--- config.mk ---
export PLATFORM = sky130hd
export DESIGN_NAME = loop_pedal_mode_controller_core
export DESIGN_NICKNAME = d
export VERILOG_FILES = /design/src/sv/lpmc_pkg.sv /design/src/sv/lpmc_front.sv /design/src/sv/lpmc_queue.sv /design/src/sv/lpmc_back.sv /design/src/sv/loop_pedal_mode_controller_core.sv
export VERILOG_INCLUDE_DIRS = /design/src /design/src/sv
export SDC_FILE = /design/constraint.sdc
export NUM_CORES = 1
export LEC_CHECK = 0
export ABC_AREA = 0
export BUFFER_PORTS_ARGS = -buffer_cell sky130_fd_sc_hd__buf_2
export CORE_ASPECT_RATIO = 0.75
export CORE_MARGIN = 2
export CORE_UTILIZATION = 50
export DETAILED_ROUTE_END_ITERATION = 8
export PLACE_DENSITY = 0.69
export SETUP_SLACK_MARGIN = 0.05
export SYNTH_ARGS = -nofsm -noshare
export SYNTH_HDL_FRONTEND = slang
export SYNTH_SLANG_ARGS = --single-unit
export TNS_END_PERCENT = 1
--- constraint.sdc ---
create_clock -name clk -period 4.7 [get_ports clk]
set_input_delay 0.94 -clock clk [delete_from_list [all_inputs] [get_ports clk]]
set_output_delay 0.94 -clock clk [all_outputs]
set_load 0.02 [all_outputs]
--- src/sv/loop_pedal_mode_controller_core_assert.svh ---
// assertion macros shared by the looper controller
`ifndef LOOP_PEDAL_MODE_CONTROLLER_CORE_ASSERT_SVH
`define LOOP_PEDAL_MODE_CONTROLLER_CORE_ASSERT_SVH

// same-cycle implication, checked outside reset
`define LPMC_ASSERT_NOW(lbl, ante, cons, msg) \
	lbl: assert property (@(posedge clk) disable iff (!arst_n) (ante) |-> (cons)) \
		else $error(msg);

// next-cycle implication, checked outside reset
`define LPMC_ASSERT_NEXT(lbl, ante, cons, msg) \
	lbl: assert property (@(posedge clk) disable iff (!arst_n) (ante) |=> (cons)) \
		else $error(msg);

`endif

--- src/sv/lpmc_pkg.sv ---
`timescale 1ns / 1ps
package lpmc_pkg;

	localparam int TRACKS        = 4;
	localparam int DURATION_BITS = 24;

	localparam int NOTE_W  = 7;
	localparam int FUNC_W  = 2;
	localparam int TRK_W   = 2;
	localparam int MASK_W  = 4;
	localparam int LEN_W   = 24;
	localparam int CMD_W   = 3;
	localparam int CFG_IDX_W = 3;

	localparam logic [MASK_W-1:0] TRACK_MASK = MASK_W'((1 << TRACKS) - 1);
	localparam logic [LEN_W-1:0]  DUR_MAX    = (DURATION_BITS >= LEN_W) ? {LEN_W{1'b1}} :
		LEN_W'((64'd1 << DURATION_BITS) - 64'd1);

	// queue between front and back
	localparam int Q_DEPTH = 2;
	localparam int Q_PTR_W = $clog2(Q_DEPTH);
	localparam int Q_CNT_W = $clog2(Q_DEPTH + 1);

	// configuration register indexes
	localparam logic [CFG_IDX_W-1:0] CFG_NOTE_RECORD_PLAY = 3'd0;
	localparam logic [CFG_IDX_W-1:0] CFG_NOTE_STOP        = 3'd1;
	localparam logic [CFG_IDX_W-1:0] CFG_NOTE_MODE        = 3'd2;
	localparam logic [CFG_IDX_W-1:0] CFG_NOTE_CLEAR       = 3'd3;
	localparam logic [CFG_IDX_W-1:0] CFG_NOTE_FIRST_TRACK = 3'd4;

	// input message codes
	localparam logic [FUNC_W-1:0] FUNC_TICK = 2'd0;
	localparam logic [FUNC_W-1:0] FUNC_NOTE = 2'd1;

	typedef enum logic [1:0] {
		MODE_PLAY = 2'd0,
		MODE_PIR  = 2'd1,
		MODE_REC  = 2'd2,
		MODE_ODUB = 2'd3
	} mode_t;

	typedef enum logic [1:0] {
		ST_NONE    = 2'd0,
		ST_STARTED = 2'd1,
		ST_DONE    = 2'd2
	} rec_st_t;

	typedef enum logic [CMD_W-1:0] {
		CMD_NONE      = 3'd0,
		CMD_PLAY_ALL  = 3'd1,
		CMD_RESET_ALL = 3'd2,
		CMD_CLEAR_SEL = 3'd3,
		CMD_SET_LEN   = 3'd4
	} cmd_t;

	typedef enum logic [1:0] {
		OP_TICK = 2'd0,
		OP_NOTE = 2'd1,
		OP_BAD  = 2'd2
	} op_kind_t;

	// classified item as it travels through the queue
	typedef struct packed {
		op_kind_t         kind;
		logic             hit_rec;
		logic             hit_stop;
		logic             hit_mode;
		logic             hit_clear;
		logic             hit_track;
		logic [TRK_W-1:0] track;
	} op_t;

	typedef enum logic [3:0] {
		ACT_NONE,
		ACT_TICK,
		ACT_BAD,
		ACT_PLAY_ALL,
		ACT_GMUTE,
		ACT_TO_PIR,
		ACT_RESET_ALL,
		ACT_TOGGLE_TRACK,
		ACT_START_REC,
		ACT_TO_ODUB,
		ACT_CAPTURE,
		ACT_TO_PLAY,
		ACT_TOGGLE_SEL,
		ACT_CLEAR_SEL,
		ACT_SELECT
	} act_t;

endpackage

--- src/sv/lpmc_front.sv ---
`timescale 1ns / 1ps
module lpmc_front (
	input  logic                            clk,
	input  logic                            arst_n,
	input  logic                            cfg_we,
	input  logic [lpmc_pkg::CFG_IDX_W-1:0]  cfg_index,
	input  logic [lpmc_pkg::NOTE_W-1:0]     cfg_data,
	input  logic [lpmc_pkg::FUNC_W-1:0]     func,
	input  logic [lpmc_pkg::NOTE_W-1:0]     note,
	output lpmc_pkg::op_t                   op
);

	logic [lpmc_pkg::NOTE_W-1:0] note_rec_q, note_stop_q, note_mode_q, note_clear_q, note_first_q;
	logic [lpmc_pkg::NOTE_W:0]   diff;

	always_ff @(posedge clk or negedge arst_n) begin
		if (!arst_n) begin
			note_rec_q   <= 7'd60;
			note_stop_q  <= 7'd61;
			note_mode_q  <= 7'd62;
			note_clear_q <= 7'd63;
			note_first_q <= 7'd64;
		end else if (cfg_we) begin
			case (cfg_index)
				lpmc_pkg::CFG_NOTE_RECORD_PLAY: note_rec_q   <= cfg_data;
				lpmc_pkg::CFG_NOTE_STOP:        note_stop_q  <= cfg_data;
				lpmc_pkg::CFG_NOTE_MODE:        note_mode_q  <= cfg_data;
				lpmc_pkg::CFG_NOTE_CLEAR:       note_clear_q <= cfg_data;
				lpmc_pkg::CFG_NOTE_FIRST_TRACK: note_first_q <= cfg_data;
				default: ;
			endcase
		end
	end

	// msb of the difference is the borrow: note below the first track button
	assign diff = {1'b0, note} - {1'b0, note_first_q};

	always_comb begin
		case (func)
			lpmc_pkg::FUNC_TICK: op.kind = lpmc_pkg::OP_TICK;
			lpmc_pkg::FUNC_NOTE: op.kind = lpmc_pkg::OP_NOTE;
			default:             op.kind = lpmc_pkg::OP_BAD;
		endcase
		op.hit_rec   = (note == note_rec_q);
		op.hit_stop  = (note == note_stop_q);
		op.hit_mode  = (note == note_mode_q);
		op.hit_clear = (note == note_clear_q);
		op.hit_track = !diff[lpmc_pkg::NOTE_W] &&
			(diff < (lpmc_pkg::NOTE_W+1)'(lpmc_pkg::TRACKS));
		op.track     = diff[lpmc_pkg::TRK_W-1:0];
	end

endmodule

--- src/sv/lpmc_queue.sv ---
`timescale 1ns / 1ps
module lpmc_queue (
	input  logic          clk,
	input  logic          arst_n,
	input  logic          push,
	input  lpmc_pkg::op_t push_op,
	output logic          full,
	input  logic          pop,
	output logic          nonempty,
	output lpmc_pkg::op_t head_op
);

	lpmc_pkg::op_t                entries_q [lpmc_pkg::Q_DEPTH];
	logic [lpmc_pkg::Q_PTR_W-1:0] wr_ptr_q, rd_ptr_q;
	logic [lpmc_pkg::Q_CNT_W-1:0] count_q;

	assign full     = (count_q == lpmc_pkg::Q_CNT_W'(lpmc_pkg::Q_DEPTH));
	assign nonempty = (count_q != '0);
	assign head_op  = entries_q[rd_ptr_q];

	always_ff @(posedge clk) begin
		if (push) begin
			entries_q[wr_ptr_q] <= push_op;
		end
	end

	always_ff @(posedge clk or negedge arst_n) begin
		if (!arst_n) begin
			wr_ptr_q <= '0;
			rd_ptr_q <= '0;
			count_q  <= '0;
		end else begin
			if (push) begin
				wr_ptr_q <= wr_ptr_q + 1'b1;
			end
			if (pop) begin
				rd_ptr_q <= rd_ptr_q + 1'b1;
			end
			case ({push, pop})
				2'b10:   count_q <= count_q + 1'b1;
				2'b01:   count_q <= count_q - 1'b1;
				default: count_q <= count_q;
			endcase
		end
	end

endmodule

--- src/sv/lpmc_back.sv ---
`timescale 1ns / 1ps
module lpmc_back (
	input  logic                         clk,
	input  logic                         arst_n,
	input  logic                         op_valid,
	input  lpmc_pkg::op_t                op,
	output logic                         op_pop,
	output logic                         out_valid,
	input  logic                         out_ready,
	output logic [1:0]                   loop_mode,
	output logic [1:0]                   rec_status,
	output logic [lpmc_pkg::TRK_W-1:0]   current_track,
	output logic [lpmc_pkg::MASK_W-1:0]  mute_mask,
	output logic                         all_muted,
	output logic                         input_bypass,
	output logic [lpmc_pkg::CMD_W-1:0]   track_cmd,
	output logic [lpmc_pkg::LEN_W-1:0]   loop_length_ms,
	output logic                         bad_message
);

	lpmc_pkg::mode_t              mode_q, mode_d;
	lpmc_pkg::rec_st_t            status_q, status_d;
	logic [lpmc_pkg::TRK_W-1:0]   sel_q, sel_d;
	logic [lpmc_pkg::MASK_W-1:0]  mute_q, mute_d;
	logic                         gmute_q, gmute_d;
	logic [lpmc_pkg::LEN_W-1:0]   elapsed_q, elapsed_d;
	lpmc_pkg::act_t               act;
	lpmc_pkg::cmd_t               cmd;
	logic [lpmc_pkg::LEN_W-1:0]   len;
	logic                         emit;
	logic                         can_emit;
	logic                         out_valid_q;
	logic [1:0]                   mode_out_q, status_out_q;
	logic [lpmc_pkg::TRK_W-1:0]   sel_out_q;
	logic [lpmc_pkg::MASK_W-1:0]  mute_out_q;
	logic                         gmute_out_q, bypass_out_q, bad_out_q;
	logic [lpmc_pkg::CMD_W-1:0]   cmd_out_q;
	logic [lpmc_pkg::LEN_W-1:0]   len_out_q;

	// output register is free or drains this cycle; ticks never need it
	assign can_emit = !out_valid_q || out_ready;
	assign op_pop   = op_valid && ((op.kind == lpmc_pkg::OP_TICK) || can_emit);

	// button priority resolution
	always_comb begin
		act = lpmc_pkg::ACT_NONE;
		case (op.kind)
			lpmc_pkg::OP_TICK: act = lpmc_pkg::ACT_TICK;
			lpmc_pkg::OP_NOTE: begin
				if (mode_q == lpmc_pkg::MODE_PLAY) begin
					if (op.hit_rec)        act = lpmc_pkg::ACT_PLAY_ALL;
					else if (op.hit_stop)  act = lpmc_pkg::ACT_GMUTE;
					else if (op.hit_mode)  act = lpmc_pkg::ACT_TO_PIR;
					else if (op.hit_clear) act = lpmc_pkg::ACT_RESET_ALL;
					else if (op.hit_track) act = lpmc_pkg::ACT_TOGGLE_TRACK;
				end else begin
					if (op.hit_rec) begin
						case (mode_q)
							lpmc_pkg::MODE_PIR: act = (status_q == lpmc_pkg::ST_NONE) ?
								lpmc_pkg::ACT_START_REC : lpmc_pkg::ACT_TO_ODUB;
							lpmc_pkg::MODE_REC: act = (status_q == lpmc_pkg::ST_STARTED) ?
								lpmc_pkg::ACT_CAPTURE : lpmc_pkg::ACT_NONE;
							default:            act = lpmc_pkg::ACT_TO_PIR;
						endcase
					end
					else if (op.hit_mode)  act = lpmc_pkg::ACT_TO_PLAY;
					else if (op.hit_stop)  act = lpmc_pkg::ACT_TOGGLE_SEL;
					else if (op.hit_clear) act = lpmc_pkg::ACT_CLEAR_SEL;
					else if (op.hit_track) act = lpmc_pkg::ACT_SELECT;
				end
			end
			default: act = lpmc_pkg::ACT_BAD;
		endcase
	end

	// next state
	always_comb begin
		mode_d    = mode_q;
		status_d  = status_q;
		sel_d     = sel_q;
		mute_d    = mute_q;
		gmute_d   = gmute_q;
		elapsed_d = elapsed_q;
		case (act)
			lpmc_pkg::ACT_TICK: begin
				if (status_q == lpmc_pkg::ST_STARTED && elapsed_q < lpmc_pkg::DUR_MAX)
					elapsed_d = elapsed_q + 1'b1;
			end
			lpmc_pkg::ACT_PLAY_ALL:     gmute_d = 1'b0;
			lpmc_pkg::ACT_GMUTE:        gmute_d = 1'b1;
			lpmc_pkg::ACT_TO_PIR:       mode_d  = lpmc_pkg::MODE_PIR;
			lpmc_pkg::ACT_RESET_ALL: begin
				sel_d     = '0;
				elapsed_d = '0;
				status_d  = lpmc_pkg::ST_NONE;
				mute_d    = '0;
				mode_d    = lpmc_pkg::MODE_PIR;
			end
			lpmc_pkg::ACT_TOGGLE_TRACK: mute_d = mute_q ^ (lpmc_pkg::MASK_W'(1) << op.track);
			lpmc_pkg::ACT_START_REC: begin
				elapsed_d = '0;
				status_d  = lpmc_pkg::ST_STARTED;
				mode_d    = lpmc_pkg::MODE_REC;
			end
			lpmc_pkg::ACT_TO_ODUB:      mode_d = lpmc_pkg::MODE_ODUB;
			lpmc_pkg::ACT_CAPTURE: begin
				status_d = lpmc_pkg::ST_DONE;
				mode_d   = lpmc_pkg::MODE_ODUB;
			end
			lpmc_pkg::ACT_TO_PLAY:      mode_d = lpmc_pkg::MODE_PLAY;
			lpmc_pkg::ACT_TOGGLE_SEL:   mute_d = mute_q ^ (lpmc_pkg::MASK_W'(1) << sel_q);
			lpmc_pkg::ACT_SELECT: begin
				sel_d = op.track;
				if (mode_q == lpmc_pkg::MODE_REC) begin
					if (status_q == lpmc_pkg::ST_STARTED)
						status_d = lpmc_pkg::ST_DONE;
					mode_d = lpmc_pkg::MODE_ODUB;
				end else if (mode_q == lpmc_pkg::MODE_ODUB && sel_q == op.track) begin
					mode_d = lpmc_pkg::MODE_PIR;
				end
			end
			default: ;
		endcase
		mute_d = mute_d & lpmc_pkg::TRACK_MASK;
	end

	// result fields
	always_comb begin
		emit = (act != lpmc_pkg::ACT_TICK);
		cmd  = lpmc_pkg::CMD_NONE;
		len  = '0;
		case (act)
			lpmc_pkg::ACT_PLAY_ALL:  cmd = lpmc_pkg::CMD_PLAY_ALL;
			lpmc_pkg::ACT_RESET_ALL: cmd = lpmc_pkg::CMD_RESET_ALL;
			lpmc_pkg::ACT_CLEAR_SEL: cmd = lpmc_pkg::CMD_CLEAR_SEL;
			lpmc_pkg::ACT_CAPTURE: begin
				cmd = lpmc_pkg::CMD_SET_LEN;
				len = elapsed_q;
			end
			lpmc_pkg::ACT_SELECT: begin
				if (mode_q == lpmc_pkg::MODE_REC && status_q == lpmc_pkg::ST_STARTED) begin
					cmd = lpmc_pkg::CMD_SET_LEN;
					len = elapsed_q;
				end
			end
			default: ;
		endcase
	end

	always_ff @(posedge clk or negedge arst_n) begin
		if (!arst_n) begin
			mode_q      <= lpmc_pkg::MODE_PIR;
			status_q    <= lpmc_pkg::ST_NONE;
			sel_q       <= '0;
			mute_q      <= '0;
			gmute_q     <= 1'b0;
			elapsed_q   <= '0;
			out_valid_q <= 1'b0;
		end else begin
			if (op_pop) begin
				mode_q    <= mode_d;
				status_q  <= status_d;
				sel_q     <= sel_d;
				mute_q    <= mute_d;
				gmute_q   <= gmute_d;
				elapsed_q <= elapsed_d;
			end
			if (op_pop && emit)
				out_valid_q <= 1'b1;
			else if (out_ready)
				out_valid_q <= 1'b0;
		end
	end

	always_ff @(posedge clk) begin
		if (op_pop && emit) begin
			mode_out_q   <= mode_d;
			status_out_q <= status_d;
			sel_out_q    <= sel_d;
			mute_out_q   <= mute_d;
			gmute_out_q  <= gmute_d;
			bypass_out_q <= (mode_d == lpmc_pkg::MODE_PLAY) || (mode_d == lpmc_pkg::MODE_PIR);
			cmd_out_q    <= cmd;
			len_out_q    <= len;
			bad_out_q    <= (act == lpmc_pkg::ACT_BAD);
		end
	end

	assign out_valid      = out_valid_q;
	assign loop_mode      = mode_out_q;
	assign rec_status     = status_out_q;
	assign current_track  = sel_out_q;
	assign mute_mask      = mute_out_q;
	assign all_muted      = gmute_out_q;
	assign input_bypass   = bypass_out_q;
	assign track_cmd      = cmd_out_q;
	assign loop_length_ms = len_out_q;
	assign bad_message    = bad_out_q;

endmodule

--- src/sv/loop_pedal_mode_controller_core.sv ---
`timescale 1ns / 1ps
// looper pedal mode controller
// input channel: in_valid/in_ready with func (tick, note-on, other) and note.
// output channel: out_valid/out_ready with the new looper state, the muter
// bypass, one track command and the captured loop length.
// config port: cfg_we/cfg_index/cfg_data set the button note numbers; write
// only while no item is in flight.
// a front stage compares the note against the button registers, a two-entry
// queue holds the classified item, the back stage applies the button rules and
// loads the output register.
// an accepted item goes into the queue, then the back stage loads its result.
// throughput: one item per cycle if out_ready; ticks update the counter, no item.
// when the receiver stalls the output register holds, the queue fills and
// in_ready drops once both entries are taken.
// reset: play in record mode, nothing recorded, track 0, all unmuted, counter
// cleared, button notes 60 to 64; the block is ready right after reset.
module loop_pedal_mode_controller_core (
	input  logic                            clk,
	input  logic                            arst_n,
	input  logic                            cfg_we,
	input  logic [lpmc_pkg::CFG_IDX_W-1:0]  cfg_index,
	input  logic [lpmc_pkg::NOTE_W-1:0]     cfg_data,
	input  logic                            in_valid,
	output logic                            in_ready,
	input  logic [lpmc_pkg::FUNC_W-1:0]     func,
	input  logic [lpmc_pkg::NOTE_W-1:0]     note,
	output logic                            out_valid,
	input  logic                            out_ready,
	output logic [1:0]                      loop_mode,
	output logic [1:0]                      rec_status,
	output logic [lpmc_pkg::TRK_W-1:0]      current_track,
	output logic [lpmc_pkg::MASK_W-1:0]     mute_mask,
	output logic                            all_muted,
	output logic                            input_bypass,
	output logic [lpmc_pkg::CMD_W-1:0]      track_cmd,
	output logic [lpmc_pkg::LEN_W-1:0]      loop_length_ms,
	output logic                            bad_message
);

	`include "loop_pedal_mode_controller_core_assert.svh"

	lpmc_pkg::op_t front_op, head_op;
	logic          q_full, q_nonempty, q_pop, push;

	assign in_ready = !q_full;
	assign push     = in_valid && in_ready;

	lpmc_front u_front (
		.clk       (clk),
		.arst_n    (arst_n),
		.cfg_we    (cfg_we),
		.cfg_index (cfg_index),
		.cfg_data  (cfg_data),
		.func      (func),
		.note      (note),
		.op        (front_op)
	);

	lpmc_queue u_queue (
		.clk      (clk),
		.arst_n   (arst_n),
		.push     (push),
		.push_op  (front_op),
		.full     (q_full),
		.pop      (q_pop),
		.nonempty (q_nonempty),
		.head_op  (head_op)
	);

	lpmc_back u_back (
		.clk            (clk),
		.arst_n         (arst_n),
		.op_valid       (q_nonempty),
		.op             (head_op),
		.op_pop         (q_pop),
		.out_valid      (out_valid),
		.out_ready      (out_ready),
		.loop_mode      (loop_mode),
		.rec_status     (rec_status),
		.current_track  (current_track),
		.mute_mask      (mute_mask),
		.all_muted      (all_muted),
		.input_bypass   (input_bypass),
		.track_cmd      (track_cmd),
		.loop_length_ms (loop_length_ms),
		.bad_message    (bad_message)
	);

	`LPMC_ASSERT_NOW(a_capture_state, out_valid && track_cmd == lpmc_pkg::CMD_SET_LEN, rec_status == lpmc_pkg::ST_DONE && loop_mode == lpmc_pkg::MODE_ODUB, "capture without recorded overdub state")
	`LPMC_ASSERT_NOW(a_len_only_capture, out_valid && track_cmd != lpmc_pkg::CMD_SET_LEN, loop_length_ms == '0, "loop length outside capture command")
	`LPMC_ASSERT_NOW(a_bad_no_cmd, out_valid && bad_message, track_cmd == lpmc_pkg::CMD_NONE, "command issued with bad message")
	`LPMC_ASSERT_NEXT(a_full_stalls_out, q_full && !q_pop, q_nonempty, "queue lost items while stalled")

endmodule

# Yosys cells after proc, flatten, opt, wreduce, memory -nomap -nowiden
# Memories as Yosys holds them, arrays and structs flattened.
# Cells that the tools add are included.
# classes
n_lt_le_gt_ge	2
n_addsub	6
mux	36
reduce_logical	32
bitwise_logic	2
n_eq_ne	35
shift	2
# op_table
operator	count
$pmux 24 s2	2
$mux 24	2
$mux 4	11
$eq 4x4->1 const B	7
$eq 7x7->1	4
$add 24x1->24 const B	1
$lt 24x24->1 const B	1
$eq 4x3->1 const B	4
$pmux 4 s2	2
$pmux 3 s5	1
$eq 2x1->1 const B	6
$pmux 2 s2	3
$pmux 4 s3	1
$logic_not 2->1	5
$pmux 2 s5	1
$reduce_and 2->1	5
$eq 2x2->1 const B	4
$eq 4x2->1 const B	2
$lt 8x3->1 const B	1
$mux 2	4
$pmux 2 s4	1
$reduce_bool 2->1	4
$shl 1x2->4 const A	2
$sub 7x7->8	1
other kinds (20)	40
# totals
ramBits	18
out_inout_bits	42
inputBits	24
ff_bits	115
memories	1
# memory_table
name	words	word_bits	read_ports	rd_clocked_by_memory_dff	write_ports	line	rtl
u_queue.entries_q	2	9	1	0	1	lpmc_queue.sv:13	lpmc_pkg::op_t entries_q [lpmc_pkg::Q_DEPTH];

# Depth between registers and ports, before layout
# Gate-level depths: netlist (run 1).
# An unclocked memory read counts as a cell.
# logic_depth
depth_word	13
depth_mapped	12

# Modules after synthesis
# From an unflattened synthesis (run 1), not the netlist that was laid out.
# unflattened
cells_unflattened	606
area_unflattened_um2	6814.0
# modules_own_cells
module	instances	cells_each	area_each_um2	seq_area_each_um2
lpmc_back	1	393	4011.3	2103.3
lpmc_front	1	167	1956.9	902.1
lpmc_queue	1	44	835.8	640.6
loop_pedal_mode_controller_core	1	2	10.0	0.0

# Worst setup path before layout (run 1)
# OpenSTA, ideal clock, no wires.
# synth_path
path_kind	reg-to-reg
start	register u_back.mode_q[0]
end	register u_back.gmute_out_q, in the netlist u_back.all_muted, enable pin
setup_slack_ns	0.385
stages_incl_launch_ff	10
setup_ns	0.437
t_arrival_ns	3.878
path_cell_list	dfstp_2 -> inv_1 -> ha_1 -> mux2_2 -> nor4_1 -> o32ai_2 -> o31ai_1 -> clkbuf_1 -> nor2_1 -> nor2_1
# synth_via
elab_chain_len	7
# synth_lines
item	line	rtl
start: declaration	lpmc_back.sv:21	lpmc_pkg::mode_t mode_q, mode_d;
start signal: assignment	lpmc_back.sv:152	mode_q <= lpmc_pkg::MODE_PIR;
start signal: assignment	lpmc_back.sv:161	mode_q <= mode_d;
$eq 2x2->1 or $eq 2x1->1 (tied branches)	lpmc_back.sv:58	case (mode_q)
$pmux 4 s2	lpmc_back.sv:58	
$mux 4	lpmc_back.sv:57	if (op.hit_rec) begin
$mux 4 *	lpmc_back.sv:50	if (mode_q == lpmc_pkg::MODE_PLAY) begin
$pmux 4 s2 *	lpmc_back.sv:47	case (op.kind)
$ne 4x1->1 *	lpmc_back.sv:129	emit = (act != lpmc_pkg::ACT_TICK);
$logic_and 1x1->1 *	lpmc_back.sv:176	if (op_pop && emit) begin
end signal: assignment	lpmc_back.sv:181	gmute_out_q <= gmute_d;
end: declaration	lpmc_back.sv:36	logic gmute_out_q, bypass_out_q, bad_out_q;
# Mark *: on every way between the ends. The rest lies on a longest branch, timed or not.
# A chain may end at the register's enable or synchronous reset.

# Final worst setup path (run 1)
# layout_path
start	register u_back.mode_q[0]
end	register u_back.mute_out_q (netlist bit u_back.mute_mask[1]), data pin
# layout_via
elab_chain_len	7
# layout_lines
item	line	rtl
$eq 2x2->1 or $eq 2x1->1 (tied branches)	lpmc_back.sv:58	
$pmux 4 s2	lpmc_back.sv:58	
$mux 4	lpmc_back.sv:57	
$mux 4 *	lpmc_back.sv:50	
$pmux 4 s2 *	lpmc_back.sv:47	
$eq 4x4->1 or $eq 4x3->1 (tied branches)	lpmc_back.sv:84	case (act)
$pmux 4 s3 *	lpmc_back.sv:84	
net u_back.mute_d, one bit	lpmc_back.sv:24	logic [lpmc_pkg::MASK_W-1:0] mute_q, mute_d;
end signal: assignment	lpmc_back.sv:180	mute_out_q <= mute_d;
end: declaration	lpmc_back.sv:35	logic [lpmc_pkg::MASK_W-1:0] mute_out_q;
# Mark *: on every way through the listed nets, which the timed path passes. The rest lies on a longest branch.

==> results of run 1 <==
[Yosys cell counts, types with 4 or more instances]
cell type | count | area (sq um)
nand2_1 | 46 | 173
nand3_1 | 17 | 85.1
ha_1 | 13 | 163
or3_1 | 7 | 43.8
nor4_1 | 16 | 100
or4_1 | 7 | 52.6
nor2b_1 | 9 | 56.3
xor2_1 | 13 | 114
and3_1 | 4 | 25.0
clkbuf_1 | 17 | 63.8
and4_1 | 4 | 35.0
nor2_1 | 33 | 124
mux2_2 | 35 | 394
o31ai_1 | 9 | 67.6
nand2b_1 | 7 | 43.8
dfrtp_1 | 53 | 1330
edfxtp_1 | 58 | 1740
mux2i_1 | 6 | 60.1
a211oi_1 | 4 | 30.0
dfstp_2 | 22 | 578
o21ai_0 | 27 | 135
a31oi_1 | 13 | 81.3
xnor2_1 | 33 | 289
a211o_1 | 4 | 35.0
nand4_1 | 17 | 106
nor3_1 | 12 | 60.1
and2_1 | 26 | 163
o211ai_1 | 4 | 30.0
a21o_1 | 4 | 30.0
inv_1 | 26 | 97.6
a21oi_1 | 24 | 120
[layout make-up]
| type | count | area (sq um) | share of cell area, % |
|---|---|---|---|
| clock buffers | 18 | 450 | 5.59 |
| clock inverters | 14 | 149 | 1.85 |
| inverters | 26 | 97.6 | 1.21 |
| multi-input cells | 443 | 3100 | 38.5 |
| flip-flops and latches | 133 | 3650 | 45.3 |
| well taps | 175 | 219 | 2.72 |
| repair buffers | 74 | 393 | 4.88 |
[routing by layer]
metal,GRT usage (%),wire [um],vias to the layer above
met5,0,0,-
met4,6.71,157,0
met3,5.14,808,17
met2,35.0,7310,158
met1,34.1,7830,2609
li1,-,-,2452
[state kept, by name, summed over array words and instances, names as in the netlist, 3 cells and up]
signal                 flops
u_back.mute_q              4
u_back.elapsed_q          24
u_front.note_mode_q        7
u_front.note_first_q       7
u_front.note_rec_q         7
u_back.mute_mask           4
u_front.note_stop_q        7
u_queue.entries_q         18
u_back.loop_length_ms     24
u_back.track_cmd           3
u_front.note_clear_q       7
[cell families (layout without fill, tap and decap cells)]
group / count (synthesis) / after routing
flops: 133 / 133
compound gates: 118 / 118
xor+xnor: 46 / 46
mux: 42 / 42
simple gates: 223 / 223
buf+inv: 48 / 132
fa+ha+maj: 14 / 14
[power by group through the flow]
stage	logic [mW]	clock network, mW	registers [mW]
2_1_floorplan	1.12	0	2.13
3_3_place_gp	1.83	0	1.95
3_5_place_dp	1.89	0	1.96
4_1_cts	1.89	1.35	1.94
5_1_grt	2.08	1.40	1.99
6_report	1.89	1.33	1.94
[metrics by stage]
stage / cells / setup slack (ns) / cell area [sq um]
3_5_place_dp: 851 / 1.10 / 7450
3_3_place_gp: 851 / 1.17 / 7450
5_1_grt: 883 / 0.737 / 8050
2_1_floorplan: 624 / 0.385 / 6940
4_1_cts: 883 / 1.08 / 8050
6_report: 883 / 1.06 / 8050
[worst max path at each step]
stage / endpoint / cells past startpoint / slack [ns]
global placement: u_back.elapsed_q[19] / 7 / 1.17
global route: u_back.mute_mask[1] / 7 / 0.74
finish: u_back.mute_mask[1] / 9 / 1.06
CTS: u_back.elapsed_q[19] / 7 / 1.08
floorplan: u_back.all_muted / 9 / 0.38
detailed placement: u_back.elapsed_q[19] / 7 / 1.10
[critical path, stage by stage, from the launching register on]
cell and delay [ns]:
dfstp_2 0.56, inv_1 0.06, ha_1 0.35, mux2_2 0.29, nor4_1 0.06, o32a_1 0.52
nor4_1 0.93, nand4b_1 0.31, a31oi_1 0.25, a31oi_1 0.05
==> summary.txt, run 1 <==
Crit Path Max Fanout: 12
Die area: 14800 sq um
Max transition margin: 17.6%
Number of antenna violations at the first check in global routing: 0
Unique masters post-synth: 65
Switching Share: 38.3%
Iteration-0 DRC Markers: 405
Max Root-Sink Buffers: 2
Comb power frac: 36.6%
Mapped Cells: 624
Routed Antenna Nets: 0
Crit path kind: reg2reg
Simple-gate area share of the yosys netlist: 17.6%
CP Launch Point: u_back.mode_q[0]
Die span in y: 106 um
Total GRT Usage: 23.2%
F_max: 275 MHz
Post-DP HPWL: 11.4 mm
Clk slew on worst S/H paths: 0.06 ns
Worst-margin pin slew: 1.23 ns
Fin crit period: 3.64 ns
Hold_ws: 0.492 ns
# Max-Cap Violations: 0
First-pass GRT wire length: 27.0 mm
Final period utilization: 77.4%
CTS tree: done
Worst setup SP type: flop
Hold endpoint: u_queue.wr_ptr_q
Die Wd: 140 um
CTS Buf Count: 17
Vias: 5236
Mapped Nets: 662
FF-to-FF End: u_back.mute_mask[1]
Proportion of layout cells with a drive suffix above 1: 25.1%
Post-CTS Setup Bufs: 0
Post-synthesis adder-cell area fraction: 2.63%
Total power: 5.16 mW
Final Hold Vio Count: 0
Largest net degree at the start of global routing: 50
YS warnings: 0
LEAKAGE: 3.21 nW
Final setup fails: 0
Clock Latency Late Sink: 0.42 ns
Synth-to-Final Area Change: 16.1%
Detailed Routing Iterations Pass 1: 8
Mapped cell area: 6940 sq um
Commonest non-fill, non-tap cells in the layout: 65 x buf_2, 58 x edfxtp_1, 53 x dfrtp_1
RSZ-0062 raised after global routing: false
Drt drc: 2
Clk sink count: 133
Main combinational cell family by area after synthesis: simple AND/OR/NAND/NOR gates
Critical R2R Launch: u_back.mode_q[0]
Final Slew Violations: 0
Xor and xnor fraction of the mapped netlist area: 5.81%
Final-stage net count: 733
Switch Pwr: 1.98 mW
Worst R2R Setup Slack: 1.06 ns
Worst Path Required: 4.86 ns
Async SR Flop Fraction: 56.4%
Mux share of post-synthesis cell area: 6.74%
Synthesized area per cell: 11.1 sq um
Drt wl/cell: 18.2 um
Outcome: complete, but fails checks
Vias in the first global route: 5195
Power density over the cells: 641 nW/um^2
Routed WL: 16.1 mm
Initial Util: 50.8%
I/O Pins: 66
Post_cts resized: 0
Worst vdd ir: 305 uV
Fillers: 1143
Via density: 5.93
Hold-fix buffers at CTS: 0
Number of port buffers: 65
Synth Register Bits: 133
Arrival time worst endpoint: 3.80 ns
Final Skew: 0.0115 ns
Worst reg-to-reg path cell count: 9
Post-synth EDFFs: 58
Most common cell after layout, fill and taps aside: buf_2
Clk root buf: clkbuf_16
# rows: 37
HP Class: reg2reg
Clk pwr share: 25.7%
CTS HTree Levels: 4
Failing checks: DRC
Antenna diode count: 0
Post-layout util: 59.0%
Setup TNS: 0 ns
GRT Residual Overflow: 0
Gpl congestion: 0.892
Reg power frac: 37.6%
Post-synthesis compound-gate area fraction: 11.7%
P_int: 3.19 mW
Sequential fraction of the synthesis area: 52.5%
Hold Startpoint: u_queue.wr_ptr_q
Worst setup EP type: flop
Core ar.: 13700 sq um
Hold path cells: 1
Main synth FF type: edfxtp_1
Power figures use the tool's default switching activity.
==> run 2, diff against run 1 <==
Settings changed: ABC_AREA 0 to 1.
Clock period 4.7 ns to 3.6 ns, I/O delays scaled along.
==> run 2 against run 1 <==
Effect of this change:
- synthesized cell count up 28%
- flip-flop and latch count did not move
- clock power increased by 26%
- worst hold slack got worse by 0.044 ns
- fmax up 18%
- register-to-register slack got worse by 0.55 ns
- the run now ends clean
- sequential power grew 25%
==> summary.txt, run 2 <==
Clk slew on worst S/H paths: 0.06 ns (about the same)
Iteration-0 DRC Markers: 384 (-5.2%)
Kind of cell adding the most delay to the critical path: simple AND/OR/NAND/NOR gates
Drt wl/cell: 14.3 um (-22%)
Crit path top cell by count: nand2_1
Mapped Cells: 799 (+28%)
CP max-delay cell: o21ai_1
Final Slew Violations: 0 (unchanged)
CP Launch Point: u_queue.rd_ptr_q
LEAKAGE: 3.64 nW (+14%)
Number of port buffers: 65 (unchanged)
Crit path kind: reg2reg
# Max-Cap Violations: 0 (unchanged)
Via density: 5.12 (-14%)
Synth top area share: 24.9% (-0.20 points)
Worst-margin pin slew: 0.983 ns (-0.250 ns)
Total GRT Usage: 21.6% (-1.7 points)
Top post-synthesis cells by area: edfxtp_1 25%, dfrtp_1 19%, nand2_1 12%
Vias: 5398 (+3.1%)
Max incr delay on CP: 0.54 ns (-0.39 ns)
HP Class: in2async
Clk sink count: 133 (unchanged)
YS warnings: 0 (unchanged)
CTS tree: done
Die span in y: 106 um (+0.39%)
Worst setup EP type: flop
CTS HTree Levels: 4 (unchanged)
Arrival time worst endpoint: 3.39 ns (-0.41 ns)
Initial Util: 51.1% (+0.24 points)
Post-DP HPWL: 10.5 mm (-7.9%)
Post-synth EDFFs: 58 (unchanged)
Detailed Routing Iterations Pass 1: 5 (-3)
Proportion of layout cells with a drive suffix above 1: 17.5% (-7.6 points)
Hold-fix buffers at CTS: 0 (unchanged)
Power density over the cells: 818 nW/um^2 (+27%)
Synth-to-Final Area Change: 15.0%
Fin crit period: 3.09 ns (-0.550 ns)
Final Skew: 0.00879 ns (-0.00271 ns)
Die area: 15000 sq um (+0.78%)
# rows: 37 (unchanged)
Number of antenna violations at the first check in global routing: 0 (unchanged)
Most common cell after layout, fill and taps aside: nand2_1
Commonest non-fill, non-tap cells in the layout: 228 x nand2_1, 93 x inv_1, 74 x nor2_1
Async SR Flop Fraction: 56.4% (unchanged)
Core ar.: 13700 sq um (+0.34%)
Gpl congestion: 0.912 (+2.3%)
Mapped cell area: 7000 sq um (+0.81%)
Clock Latency Late Sink: 0.42 ns (about the same)
Synth Register Bits: 133 (unchanged)
Die Wd: 141 um (+0.39%)
CP cell instances: o21ai_1 -> inv_1 -> nand2_1 -> nand2_1 -> nand2_1 -> nand2_2 -> nand2_4 -> inv_2 -> a21oi_4 -> nand2_4 -> nand2_4 -> inv_2 -> nand2_1 -> nand2_1
Outcome: complete, no violations
Largest net degree at the start of global routing: 76 (+52%)
Routed WL: 15.0 mm (-6.7%)
Main synth FF type: edfxtp_1
Post_cts resized: 0 (unchanged)
CTS Buf Count: 17 (unchanged)
Routed Antenna Nets: 0 (unchanged)
Final setup fails: 0 (unchanged)
Count leader, synth: nand2_1
CP bufs+invs: 3 (+2)
I/O Pins: 66 (unchanged)
Vias in the first global route: 5112 (-1.6%)
Max transition margin: 34.5% (+17 points)
First-pass GRT wire length: 25.3 mm (-6.1%)
GRT Residual Overflow: 0 (unchanged)
Cell taking the most area after synthesis: edfxtp_1
Setup TNS: 0 ns (unchanged)
Antenna diode count: 0 (unchanged)
Final Hold Vio Count: 0 (unchanged)
Worst vdd ir: 384 uV (+26%)
Post-CTS Setup Bufs: 0 (unchanged)
Hold_ws: 0.447 ns (-0.0444 ns)
Synthesized area per cell: 8.76 sq um (-21%)
Drt drc: 0 (-2)
Clk root buf: clkbuf_16
F_max: 324 MHz (+18%)
Crit Path Max Fanout: 24 (+12)
Synth cell count leaders: 228 x nand2_1, 93 x inv_1, 74 x nor2_1, 58 x edfxtp_1, 53 x dfrtp_1
RSZ-0062 raised after global routing: false
Final-stage net count: 905 (+23%)
Max Root-Sink Buffers: 2 (unchanged)
Mapped Nets: 837 (+26%)
Critical R2R Launch: u_queue.rd_ptr_q
Sequential fraction of the synthesis area: 52.1% (-0.42 points)
Final period utilization: 85.8% (+8.4 points)
Unique masters post-synth: 42 (-35%)
Worst setup SP type: flop
Worst Path Required: 3.90 ns (-0.96 ns)
-- run 2: path summary, 6_finish.rpt --
path	slack (ns)	to	cells after the start
setup / recovery	0.51	u_back.elapsed_q[7]	14
hold / removal	0.45	u_front.note_mode_q[6]	1
setup reg to reg	0.51	u_back.elapsed_q[7]	14
hold reg to reg	0.48	u_front.note_first_q[4]	2
max in group asynchronous	2.50	u_back.elapsed_q[0]	1
min in group clk	0.48	u_front.note_first_q[4]	2
-- run 2: where the power goes --
group / total [mW] / internal, mW / switching, mW
logic: 2.47 / 0.736 / 1.73
registers: 2.43 / 2.20 / 0.232
clock network: 1.68 / 0.980 / 0.696
total: 6.58 / 3.92 / 2.66
-- run 2: final cells by class --
type / count / area (sq um)
Tap cell: 175 / 219
Multi-Input combinational cell: 550 / 2880
Timing Repair Buffer: 66 / 348
Inverter: 99 / 372
Fill cell: 1218 / 5660
Clock inverter: 13 / 104
Clock buffer: 19 / 475
Sequential cell: 133 / 3650
-- run 2: kinds of logic (layout without fill, tap and decap cells) --
| family | after synthesis | in the layout | synth area share, % |
|---|---|---|---|
| AO/OA/AOI/OAI | 81 | 81 | 6.90 |
| XOR/XNOR | 53 | 53 | 6.64 |
| adder cells (fa/ha/maj) | 14 | 14 | 2.61 |
| buffers and inverters | 116 | 197 | 6.71 |
| flip-flops | 133 | 133 | 52.1 |
| AND/OR/NAND/NOR | 402 | 402 | 25.0 |
-- run 2: worst register-to-register path, stage by stage, from the launching register on --
cell and delay, ns:
dfrtp_1 0.53, o21ai_1 0.54, inv_1 0.19, nand2_1 0.11, nand2_1 0.05, nand2_1 0.07
nand2_2 0.13, nand2_4 0.14, inv_2 0.06, a21oi_4 0.31, nand2_4 0.13, nand2_4 0.26
inv_2 0.25, nand2_1 0.15, nand2_1 0.06
-- run 2: routing by layer --
metal  share of wire, %  vias up  global-route usage, %  wire length (um)
li1                   -     2735                      -                 -
met3                4.5       20                   4.68               676
met5                  0        -                      0                 0
met1                 52     2515                   32.7              7750
met2                 43      128                   31.5              6440
met4                1.2        0                   5.71               173
-- run 2: through the flow --
step | setup slack, ns | total power [mW] | cell area, sq um | utilization (%) | instances
final | 0.511 | 6.58 | 8040 | 58.7 | 1055
after global routing | 0.172 | 7.02 | 8040 | 58.7 | 1055
after CTS | 0.543 | 6.62 | 8040 | 58.7 | 1055
after detailed placement | 0.558 | 4.92 | 7460 | 54.5 | 1023
after global placement | 0.668 | 4.88 | 7460 | 54.5 | 1023
after floorplan | 0.882 | 4.27 | 7000 | - | 799
==> run 3, diff against run 2 <==
Clock period 3.6 ns to 3.3 ns, I/O delays scaled along.
==> run 3 against run 2 <==
Effect of this change:
- clock power is essentially flat
- routed wire length is 1.2% lower
- global-route usage up 0.10 points
- via count about the same
- critical path type unchanged
- critical endpoint is now u_back.loop_length_ms[1]
- largest cell class unchanged
- largest power group unchanged
==> summary.txt, run 3 (synthesis gave the netlist of run 2 again) <==
Outcome: complete, no violations
Worst setup EP type: flop
Worst reg-to-reg path cell count: 11 (-3)
FF-to-FF End: u_back.loop_length_ms[1]
CTS Buf Count: 17 (unchanged)
Die Wd: 141 um (unchanged)
Vias in the first global route: 5202 (+1.8%)
F_max: 347 MHz (+7.1%)
Post-DP HPWL: 10.8 mm (+2.2%)
Die span in y: 106 um (unchanged)
Critical R2R Launch: u_queue.rd_ptr_q
Core ar.: 13700 sq um (unchanged)
Synth-to-Final Area Change: 14.7%
Total power: 7.05 mW (+7.3%)
Routed WL: 14.9 mm (-1.2%)
Setup TNS: 0 ns (unchanged)
Vias: 5400 (+0.037%)
Commonest non-fill, non-tap cells in the layout: 228 x nand2_1, 93 x inv_1, 74 x nor2_1
Die area: 15000 sq um (unchanged)
Max transition margin: 36.0% (+1.5 points)
Number of port buffers: 65 (unchanged)
Initial Util: 51.1% (unchanged)
Fillers: 1243 (+2.1%)
Fin crit period: 2.88 ns (-0.206 ns)
Final Skew: 0.0126 ns (+0.00383 ns)
Post-CTS Setup Bufs: 0 (unchanged)
I/O Pins: 66 (unchanged)
Crit path kind: reg2reg
Drt wl/cell: 14.0 um (-1.6%)
Final-stage net count: 909 (+0.44%)
Total GRT Usage: 21.7% (+0.10 points)
Power density over the cells: 879 nW/um^2 (+7.5%)
Final Hold Vio Count: 0 (unchanged)
Largest net degree at the start of global routing: 76 (unchanged)
CTS tree: done
RSZ-0062 raised after global routing: false
Cells after DPL: 1027 (+0.39%)
Final setup fails: 0 (unchanged)
Drt drc: 0 (unchanged)
Detailed Routing Iterations Pass 1: 5 (unchanged)
Clk sink count: 133 (unchanged)
Proportion of layout cells with a drive suffix above 1: 17.5% (+0.034 points)
Iteration-0 DRC Markers: 370 (-3.6%)
CTS HTree Levels: 4 (unchanged)
LEAKAGE: 3.64 nW (-0.11%)
Worst R2R Setup Slack: 0.42 ns (-0.09 ns)
Final period utilization: 87.4% (+1.6 points)
Arrival time worst endpoint: 3.00 ns (-0.39 ns)
Worst setup SP type: flop
Antenna diode count: 0 (unchanged)
Clk root buf: clkbuf_16
# Max-Cap Violations: 0 (unchanged)
HP Class: in2async
First-pass GRT wire length: 25.4 mm (+0.22%)
Number of antenna violations at the first check in global routing: 0 (unchanged)
Worst-margin pin slew: 0.960 ns (-0.0224 ns)
Max Root-Sink Buffers: 2 (unchanged)
# rows: 37 (unchanged)
Crit Path Max Fanout: 28 (+17%)
Most common cell after layout, fill and taps aside: nand2_1
GRT Residual Overflow: 0 (unchanged)
Worst vdd ir: 423 uV (+10%)
Final Slew Violations: 0 (unchanged)
Post_cts resized: 0 (unchanged)
Gpl congestion: 0.960 (+5.2%)
Non-Filler Instances: 1059 (+0.38%)
Clk slew on worst S/H paths: 0.06 ns (about the same)
Hold-fix buffers at CTS: 0 (unchanged)
Routed Antenna Nets: 0 (unchanged)
Via density: 5.10 (-0.34%)
Clock Latency Late Sink: 0.42 ns (about the same)
Worst Path Required: 3.42 ns (-0.48 ns)
[run 3: where the power goes]
group / switching, mW / internal [mW]
Combinational: 1.89 / 0.827
Sequential: 0.250 / 2.40
Clock: 0.670 / 1.01
[run 3: how the worst max path moves through the flow]
stage,startpoint,end,slack (ns),depth (start not counted)
floorplan,u_back.mode_q[0],u_back.all_muted,0.58,9
global placement,u_queue.rd_ptr_q,u_back.loop_length_ms[12],0.48,12
detailed placement,u_queue.rd_ptr_q,u_back.loop_length_ms[12],0.43,12
CTS,u_queue.rd_ptr_q,u_back.loop_length_ms[12],0.41,12
global route,u_queue.rd_ptr_q,u_back.loop_length_ms[8],0.13,12
finish,u_queue.rd_ptr_q,u_back.loop_length_ms[1],0.42,11
[run 3: cell type report]
type	count	area (sq um)	share of cell area, %
clock inverters	9	51.3	0.639
clock buffers	23	478	5.96
multi-input cells	550	2880	35.9
flip-flops and latches	133	3650	45.4
repair buffers	70	378	4.71
well taps	175	219	2.73
inverters	99	372	4.63
[run 3: through the flow]
step                      util (%)  hold WS [ns]  area [sq um]  setup WS [ns]
after CTS                     58.6         0.430          8020          0.412
after global routing          58.6         0.469          8020          0.126
after floorplan                  -         0.364          7000          0.582
final                         58.6         0.380          8020          0.417
after global placement        54.7         0.468          7490          0.481
after detailed placement      54.7         0.475          7490          0.427
[run 3: critical path: stages, from the launching register on]
cell and delay (ns):
dfrtp_1 0.60, inv_2 0.17, nand2_1 0.09, nand2_1 0.11, a21oi_2 0.18, nand3_1 0.11
a21oi_1 0.31, nor2_2 0.10, nand3_2 0.11, nand2_2 0.10, inv_1 0.41, buf_12 0.26
[run 3: layer usage]
metal	global-route usage [%]	vias to the layer above	share of wire [%]
met5	0	-	0
met4	8.21	0	1.7
met3	4.46	18	4.4
met2	31.7	122	43
met1	31.9	2522	51
li1	-	2738	-
